## src/design/pcpp_vstore.sv

```systemverilog
// vertex store: one write port, one registered read port, x and y side by side
// depends on nothing
module pcpp_vstore #(
  parameter int DEPTH = 64,
  parameter int CW    = 24
) (
  input  logic                     clk,
  input  logic                     we,
  input  logic [$clog2(DEPTH)-1:0] waddr,
  input  logic signed [CW-1:0]     wx,
  input  logic signed [CW-1:0]     wy,
  input  logic [$clog2(DEPTH)-1:0] raddr,
  output logic signed [CW-1:0]     rx,
  output logic signed [CW-1:0]     ry
);

  logic [2*CW-1:0] mem [DEPTH];
  logic [2*CW-1:0] rdata_r;

  always_ff @(posedge clk) begin
    if (we) begin
      mem[waddr] <= {wx, wy};
    end
    rdata_r <= mem[raddr];
  end

  assign rx = signed'(rdata_r[2*CW-1:CW]);
  assign ry = signed'(rdata_r[CW-1:0]);

endmodule

```

## config.mk

```make
export PLATFORM = sky130hd
export DESIGN_NAME = pcpp_vstore
export DESIGN_NICKNAME = d
export VERILOG_FILES = /design/src/design/pcpp_vstore.sv
export SDC_FILE = /design/constraint.sdc
export NUM_CORES = 2
export LEC_CHECK = 0
export ABC_AREA = 1
export BUFFER_PORTS_ARGS = -buffer_cell sky130_fd_sc_hd__buf_2
export CAP_MARGIN = 10
export CORE_AREA = 2 2 647 649
export CTS_CLUSTER_DIAMETER = 60
export CTS_CLUSTER_SIZE = 14
export DETAILED_ROUTE_END_ITERATION = 8
export DIE_AREA = 0 0 649 651
export PLACE_DENSITY_LB_ADDON = 0.25
export SYNTH_ARGS = -nofsm -noshare
export SYNTH_HDL_FRONTEND = slang
export SYNTH_SLANG_ARGS = --single-unit
```

## constraint.sdc

```tcl
create_clock -name clk -period 7.07 [get_ports clk]
set_input_delay 0 -clock clk [delete_from_list [all_inputs] [get_ports clk]]
set_output_delay 0 -clock clk [all_outputs]
set_load 0.005 [all_outputs]
```

==> run summary <==
======================================================================================
Cell area power density                                                    269 mW/mm^2
CTS tree                                                                          done
Port Buffers                                                                       109
Class of the most critical hold timing path                               input port to flop
Wire length of the first global-routing pass                                590,000 um
Clock skew                                                                   0.0606 ns
Die footprint                                                              0.422 sq mm
Highest Signal Layer                                                              met5
Part of the cycle the worst path needs                                           0.480
Static Leak                                                                    47.5 nW
Final max-slew violation count                                                       0
RSZ-0062 raised after global routing                                                no
# H-tree levels                                                                      5
Critical Path Source Type                                                   input port
Y dimension of the die                                                          651 um
Multi-input logic area                                                    0.0277 sq mm
Antenna-violating nets left                                                          0
X dimension of the die                                                          649 um
Commonest cells after routing, fill and taps aside                        sky130_fd_sc_hd__nand2_1 (3,372), sky130_fd_sc_hd__edfxtp_1 (3,072), sky130_fd_sc_hd__nand3_1 (2,857)
Detailed-route via count                                                        80,900
Switching power                                                                8.80 mW
Clock slew at reported path FFs                                                0.06 ns
Series of cell instances along the critical path                          dlygate4sd3_1 > buf_8 > buf_12 > buf_4 > nand3_1 > nand3_1 > nand3_1 > nand3_1 > dlygate4sd3_1 > nand2_1 > nand2_1 > nand2_1
Num ports                                                                          110
Avg Cell Area, Syn                                                          12.3 sq um
Sequential fraction of the synthesis area                                        0.750
CP dominant cell by count                                                 sky130_fd_sc_hd__nand3_1
Power share of the sequential group                                              0.549
Count of buffers added by post-CTS timing repair for setup                           0
Number of clock buffers inserted by TritonCTS                                      277
Wl on met1                                                                  177,000 um
Layout cell share with drive strength beyond 1                                  0.0696
Number of iterations in the first detailed-routing pass                              6
HPWL reported at the end of detailed placement                              213,000 um
Clock group share of total power                                                 0.387
Sink count of the clock tree                                                     3,120
Clock root buffer master                                                  sky130_fd_sc_hd__clkbuf_16
Category of the critical setup timing path                                input port to flop
Critical Path End Type                                                            flop
Most common library cell in the layout ignoring fill and taps             sky130_fd_sc_hd__nand2_1
Number of buffers on the longest clock path                                          4
Met2 WL post-DR                                                             201,000 um
Number of synthesized register bits                                              3,120
Crit path arrival time                                                         4.16 ns
Transition time of the tightest slew-check pin                                 1.29 ns
Switching part of the total                                                      0.235
Vias per cell                                                                     5.14
Cts hold-fix bufs                                                                   60
Number of maximum-capacitance constraint violations                                  0
Pin count of the biggest net entering global routing                               198
Resized Gates After CTS                                                              0
Final routed wire length divided by cell count                                 26.6 um
Site Rows                                                                          237
Post-route DRC violation count                                                       0
All-Layer GR Usage                                                               0.191
Total congestion overflow                                                            0
Layout overhead on the synthesized area                                          11.9%
DR iter-0 viols                                                                  9,349
Antenna violations before repair                                                    37
Combinational share of power                                                     0.064
Initial core utilization                                                         0.299
Final setup violation count                                                          0
Number of distinct standard cells referenced by the synthesized netlist             18
End-of-flow core utilization                                                     0.335
Summed negative setup slack over all endpoints                                    0 ns
Slowest stage delay, CP                                                        0.75 ns
Maximum fanout along the worst path                                                159
Fillcell total                                                                  40,700
Net Count, Synth                                                                10,200
Area of all sequential standard cells                                     0.0932 sq mm
Post-synthesis instance area                                               0.124 sq mm
Fmax achieved                                                                  295 MHz
Count of mapped cells out of synthesis                                          10,100
Final RePlAce weighted congestion                                                0.808
Internal power contribution                                                    28.6 mW
Result of the run                                                         finished, final reports clean
Max rail drop VDD                                                             0.177 mV
Tightest slew margin relative to the limit                                       0.141
Count of yosys warnings during synthesis                                             0
Placeable core region                                                      0.415 sq mm
Final worst path period need                                                   3.39 ns
Clock latency on the worst-skew pair                                           0.93 ns
Total number of nets in the final design                                        10,100
Amount of wire on met3 after detailed routing                                27,100 um
Vias in the first global route                                                  77,500
Detailed-route wire length                                                  418,000 um
Final Hold Violating Endpoints                                                       0
CP required                                                                    7.84 ns
Critical-path top delay cell                                              sky130_fd_sc_hd__buf_4
======================================================================================
-- worst max-delay path: cells and delay by family --
kind / cells / cell delay (ns)
AND/OR/NAND/NOR: 7 / 0.78
buffers and inverters: 5 / 3.03
-- routing by layer --
| metal | track usage | up-vias |
|---|---|---|
| met2 | 0.320 | 3193 |
| li1 | - | 35900 |
| met3 | 0.0247 | 620 |
| met5 | 0 | - |
| met4 | 0.0576 | 10 |
| met1 | 0.259 | 41200 |
-- cells in the mapped netlist (all sizes together) --
cell type  count  area share
buf          559       0.027
clkinv         2    0.000060
nor2          56      0.0017
nand4          9     0.00045
nand3       2857        0.12
nand2       3372        0.10
inv           10     0.00032
edfxtp      3072        0.74
clkbuf       115      0.0035
dfxtp         48      0.0077
nor4           8     0.00040
-- stage by stage --
step / instance area, sq um / total power [mW] / hold WS, ns / cells / setup WS (ns)
floorplan: 124000 / 22.2 / 0.0989 / 10100 / 1.36
global placement: 130000 / 23.3 / 0.384 / 15200 / 3.51
detailed placement: 130000 / 23.3 / 0.380 / 15200 / 3.49
CTS: 139000 / 37.7 / 0.110 / 15700 / 3.85
global route: 139000 / 38.5 / 0.130 / 15700 / 3.56
finish: 139000 / 37.4 / 0.155 / 15700 / 3.68
-- worst paths after layout --
check | start | to | slack, ns | cells past startpoint
setup / recovery | raddr[1] | rdata_r[22]$_DFF_P_ | 3.68 | 12
hold / removal | raddr[5] | rdata_r[31]$_DFF_P_ | 0.15 | 4
hold reg to reg | mem[42][18]$_DFFE_PP_ | rdata_r[18]$_DFF_P_ | 0.80 | 8
setup reg to reg | mem[1][22]$_DFFE_PP_ | rdata_r[22]$_DFF_P_ | 5.17 | 9
-- power by group through the flow --
| stage | sequential [mW] | clock, mW | combinational, mW |
|---|---|---|---|
| floorplan | 20.9 | 0 | 1.28 |
| global placement | 21.0 | 0 | 2.33 |
| detailed placement | 21.0 | 0 | 2.35 |
| CTS | 20.6 | 14.7 | 2.39 |
| global route | 20.6 | 15.4 | 2.58 |
| finish | 20.6 | 14.5 | 2.39 |
-- kinds of logic after synthesis --
| group | after synthesis | share of synthesized area |
|---|---|---|
| DFF | 3120 | 0.750 |
| and+or+nand+nor | 6302 | 0.219 |
| buffers and inverters | 686 | 0.0310 |
-- flip-flops by register name, summed over array words and instances (netlist names) --
name / count
mem: 3072
rdata_r: 48
-- final cells by class --
class,count,share of cell area
repair buffers,365,0.0225
well taps,5497,0.0494
multi-input cells,6302,0.199
flip-flops and latches,3120,0.670
clock buffers,358,0.0531
inverters,12,0.000647
clock inverters,56,0.00491
diodes,14,0.000252
No activity file was read; power rests on OpenSTA's default activity.
