--- src/design/pcpp_pkg.sv ---
// shared types and constants for the polygon convexity point plotter
// used by the top level, pcpp_xunit, the checker and the testbench; depends on nothing
package pcpp_pkg;

  localparam int MAX_POINTS_DEF = 64;
  localparam int COORD_BITS_DEF = 24;
  localparam int MIN_POLY       = 4;

  typedef enum logic [0:0] {
    OP_PLOT  = 1'b0,
    OP_CLEAR = 1'b1
  } pcpp_op_t;

  typedef enum logic [2:0] {
    STAT_OK      = 3'd0,
    STAT_INVALID = 3'd1,
    STAT_CONCAVE = 3'd2,
    STAT_FULL    = 3'd3,
    STAT_CLEARED = 3'd4
  } pcpp_status_t;

  typedef enum logic [2:0] {
    S_IDLE,
    S_READ,
    S_SHIFT,
    S_DIFF,
    S_MUL_A,
    S_MUL_B,
    S_CMP,
    S_DONE
  } pcpp_state_t;

  typedef struct packed {
    logic load_diff;
    logic mul_a;
    logic mul_b;
  } pcpp_xctl_t;

endpackage

--- src/design/pcpp_xunit.sv ---
// shared cross product unit: edge differences, one multiplier used twice, sign test
// depends on pcpp_pkg for the control struct
module pcpp_xunit #(
  parameter int CW = 24
) (
  input  logic                 clk,
  input  pcpp_pkg::pcpp_xctl_t ctl,
  input  logic signed [CW-1:0] v0x,
  input  logic signed [CW-1:0] v0y,
  input  logic signed [CW-1:0] v1x,
  input  logic signed [CW-1:0] v1y,
  input  logic signed [CW-1:0] v2x,
  input  logic signed [CW-1:0] v2y,
  output logic                 pos
);

  localparam int DW = CW + 1;
  localparam int PW = 2 * DW;

  logic signed [DW-1:0] ax_r, ay_r, bx_r, by_r;
  logic signed [PW-1:0] p1_r, p2_r;
  logic signed [DW-1:0] op_a, op_b;
  logic signed [PW-1:0] prod;
  logic signed [PW:0]   cp;

  // first pass ax*by, second pass ay*bx
  assign op_a = ctl.mul_b ? ay_r : ax_r;
  assign op_b = ctl.mul_b ? bx_r : by_r;
  assign prod = op_a * op_b;

  always_ff @(posedge clk) begin
    if (ctl.load_diff) begin
      ax_r <= DW'(v2x) - DW'(v1x);
      ay_r <= DW'(v2y) - DW'(v1y);
      bx_r <= DW'(v0x) - DW'(v1x);
      by_r <= DW'(v0y) - DW'(v1y);
    end
    if (ctl.mul_a) begin
      p1_r <= prod;
    end
    if (ctl.mul_b) begin
      p2_r <= prod;
    end
  end

  assign cp  = (PW+1)'(p1_r) - (PW+1)'(p2_r);
  assign pos = !cp[PW] && (cp != '0);

endmodule

--- config.mk ---
export PLATFORM = sky130hd
export DESIGN_NAME = pcpp_xunit
export DESIGN_NICKNAME = d
export VERILOG_FILES = /design/src/design/pcpp_pkg.sv /design/src/design/pcpp_xunit.sv
export SDC_FILE = /design/constraint.sdc
export NUM_CORES = 2
export LEC_CHECK = 0
export BUFFER_PORTS_ARGS = -buffer_cell sky130_fd_sc_hd__buf_4
export CORE_ASPECT_RATIO = 1.5
export CORE_MARGIN = 5
export CORE_UTILIZATION = 50
export CTS_CLUSTER_SIZE = 14
export DETAILED_ROUTE_END_ITERATION = 12
export PLACE_DENSITY = 0.69
export SYNTH_ARGS = -nofsm -noshare
export SYNTH_HDL_FRONTEND = slang
export SYNTH_SLANG_ARGS = --single-unit
--- constraint.sdc ---
create_clock -name clk -period 8.8 [get_ports clk]
set_input_delay 1.32 -clock clk [delete_from_list [all_inputs] [get_ports clk]]
set_output_delay 1.32 -clock clk [all_outputs]
set_load 0.005 [all_outputs]
==> results.py <==
metrics = {
    "yosys": {
        "syn-num-nets": 5046,
        "synthMuxAreaShare_pct": 3.088,
        "ys_ff_latch": 200,
        "postSynthCellCount": 3948,
        "synth.top_cell.area_share_pct": 35.96,
        "synth_edf_count": 200,
        "synth_top_family_by_area": "adder cells",
        "synth-compound-area-share_pct": 8.611,
        "synth-main-ff-cell": "edfxtp_1",
        "yosysMostFrequentCell": "inv_1",
        "ys_top_cells_by_area": "fa_1 36%, edfxtp_1 16%, ha_1 9.7%, inv_1 8.3%, nor2_1 4.7%",
        "synth_seq_area_share_pct": 16.27,
        "synth_commonest_cells": "818 x inv_1, 663 x fa_1, 466 x nor2_1",
        "syn_area_um2": 36910,
        "synth-async-reset-ratio_pct": 0,
        "ys_types": 90,
        "synth_xor_area_share_pct": 3.299,
        "synthSimpleGateAreaFrac_pct": 13.47,
        "synth_top_area_cell": "fa_1",
        "syn_area_per_cell_um2": 9.348,
        "synthAdderAreaFrac_pct": 45.69,
        "yosys_warnings": 0,
    },
    "floorplanning": {
        "row_count": 122,
        "initial_core_util_pct": 50.16,
        "die_w_um": 231.8,
        "fp.dieH_um": 342.7,
        "die_area_um2": 79460,
        "io-pin-count": 149,
        "core_area_um2": 73580,
    },
    "clock_network": {
        "clk_pin_slew_worst_paths_ps": 90,
        "clock_sinks": 200,
        "postCtsHoldBufs": 0,
        "htreeDepth": 4,
        "cts_buffers": 17,
        "clock_latency_ps": 490,
        "root_buffer": "clkbuf_16",
        "clockBufferDepth": 2,
        "cts_tree": "done",
    },
    "final_layout": {
        "syn_to_final_growth_pct": 13.64,
        "fillers": 6527,
        "final_cells": 5293,
        "num_antenna_cells": 0,
        "final_layout_size_suffix_gt1_share_pct": 13.55,
        "design_area_um2": 41940,
        "layout.nets": 5386,
    },
    "sta": {
        "tns_ps": 0,
        "fin_skew_ps": 18.16,
        "tightest_slew_ps": 986.6,
        "fin_crit_ps": 8473,
        "fin_ws_ps": 326.8,
        "final.period_utilization_pct": 96.29,
        "relSlewSlack_pct": 33.78,
        "hold_viol": 0,
        "fmax_ghz": 0.1180,
        "setup_viol": 0,
        "drv_slew": 0,
    },
    "drt": {
        "vias": 28510,
        "ant_nets": 0,
        "drt-initial-drc-count": 1457,
        "firstDrtPassIters": 6,
        "routed_wl_um": 102700,
        "drc": 0,
        "detail_route.wl_per_cell_um": 19.40,
        "via_per_inst": 5.386,
    },
    "global_route": {
        "use_met2_pct": 47.32,
        "grt_max_degree": 78,
        "antenna_found_initial": 0,
        "grt_pass1_wl_um": 163400,
        "grt_busiest_layer": "met2",
        "grtUsageMet1_pct": 30.01,
        "grt_pass1_vias": 30840,
        "met3_usage_pct": 3.493,
        "grt-ovfl-total": 0,
        "grt_usage_pct": 26.45,
    },
    "place": {
        "dpl.cell_count": 5260,
        "finalWeightedCongestion": 1.028,
        "dpl_worst_slack_ps": -396.8,
        "place_area_um2": 41290,
        "place_hpwl_um": 90630,
        "placement.io_buffers": 148,
    },
    "worst_setup_path": {
        "critPathArrivalTime_ps": 8710,
        "critPathRequiredTime_ps": 9030,
        "start_kind": "input port",
        "max_stage_delay_ps": 580,
        "worstSetupPathType": "input port to register",
        "crit_path_end_kind": "register",
        "r2r_slack_ps": 1050,
        "cp_common_cell": "fa_1",
        "cp_slowest_cell": "fa_1",
        "crit_family": "adder cells",
        "crit_path_max_fanout": 11,
        "path_buf_inv": 9,
    },
    "job": {
        "maxCapViolations": 0,
    },
    "outcome": {
        "run_status": "finished clean",
    },
    "hold_path": {
        "hold_path_class": "register to register",
    },
}
-- what timing repair did --
action,CTS,global route
setup buffers,0,1
hold endpoints to repair,0,0
resized for setup,0,9
setup endpoints to repair,0,18
-- cell families (layout without fill, tap and decap cells) --
group,count (synthesis),in the layout
and+or+nand+nor,1149,1149
adders and majority gates,950,950
buffers and inverters,938,1291
AOI/OAI and AO/OA,464,464
DFF,200,200
xor gates and xnor gates,139,139
muxes,108,108
-- stage by stage --
stage / hold WS (ps) / utilization [%]
2_1_floorplan: 678.5 / -
3_3_place_gp: 882.9 / 56.12
3_5_place_dp: 877.4 / 56.12
4_1_cts: 919.5 / 56.94
5_1_grt: 977.9 / 57.00
6_report: 929.8 / 57.00
-- sequential cells by signal, indices dropped and copies added (netlist names) --
register / cells
ay_r: 25
ax_r: 25
bx_r: 25
p2_r: 50
p1_r: 50
by_r: 25
-- layer usage --
layer  part of all wire (%)  vias up
li1                       -    13170
met1                     36    14060
met2                     51      995
met3                    5.5      287
met4                    7.4        0
met5                      0        -
-- placed cells by master (no fill, tap or decap), types with 16 or more instances in the layout --
master,n
a21o_1,37
and3_1,22
nand3_1,45
inv_1,818
buf_4,422
mux2i_1,40
nand2_1,400
nand2b_1,40
fa_1,663
and2_1,22
xor2_1,37
ha_1,287
o21a_1,17
mux2_2,47
xnor2_1,102
o21ai_0,83
nor3_1,41
a211oi_1,19
a21oi_1,130
or3_1,16
clkbuf_16,17
edfxtp_1,200
nor2_1,466
nand4_1,26
nor2b_1,23
a31oi_1,18
o21bai_1,23
-- final timing paths --
path,from,end,depth (start not counted)
setup reg to reg,by_r[1]$_DFFE_PP_,p1_r[43]$_DFFE_PP_,25
setup / recovery,ctl[0],p1_r[43]$_DFFE_PP_,29
hold reg to reg,ay_r[0]$_DFFE_PP_,p1_r[0]$_DFFE_PP_,3
hold / removal,ay_r[0]$_DFFE_PP_,p1_r[0]$_DFFE_PP_,3
-- area by class of cell --
| class | instances | area (µm²) | area share (%) |
|---|---|---|---|
| multi-input cells | 2810 | 27550 | 65.68 |
| flip-flops and latches | 200 | 6006 | 14.32 |
| repair buffers | 438 | 3461 | 8.252 |
| inverters | 821 | 3082 | 7.348 |
| well taps | 992 | 1241 | 2.959 |
| clock buffers | 19 | 432.9 | 1.032 |
| clock inverters | 13 | 172.7 | 0.4117 |
-- tightest hold or removal path, delay by kind of cell (launching register included) --
family        cells  cell delay [ps]
mux               1               90
flops             1              360
buf+inv           1              160
simple gates      1              150
Power is not shown: default switching activity piles up to over one toggle a cycle in this logic, so the estimate is an artifact.
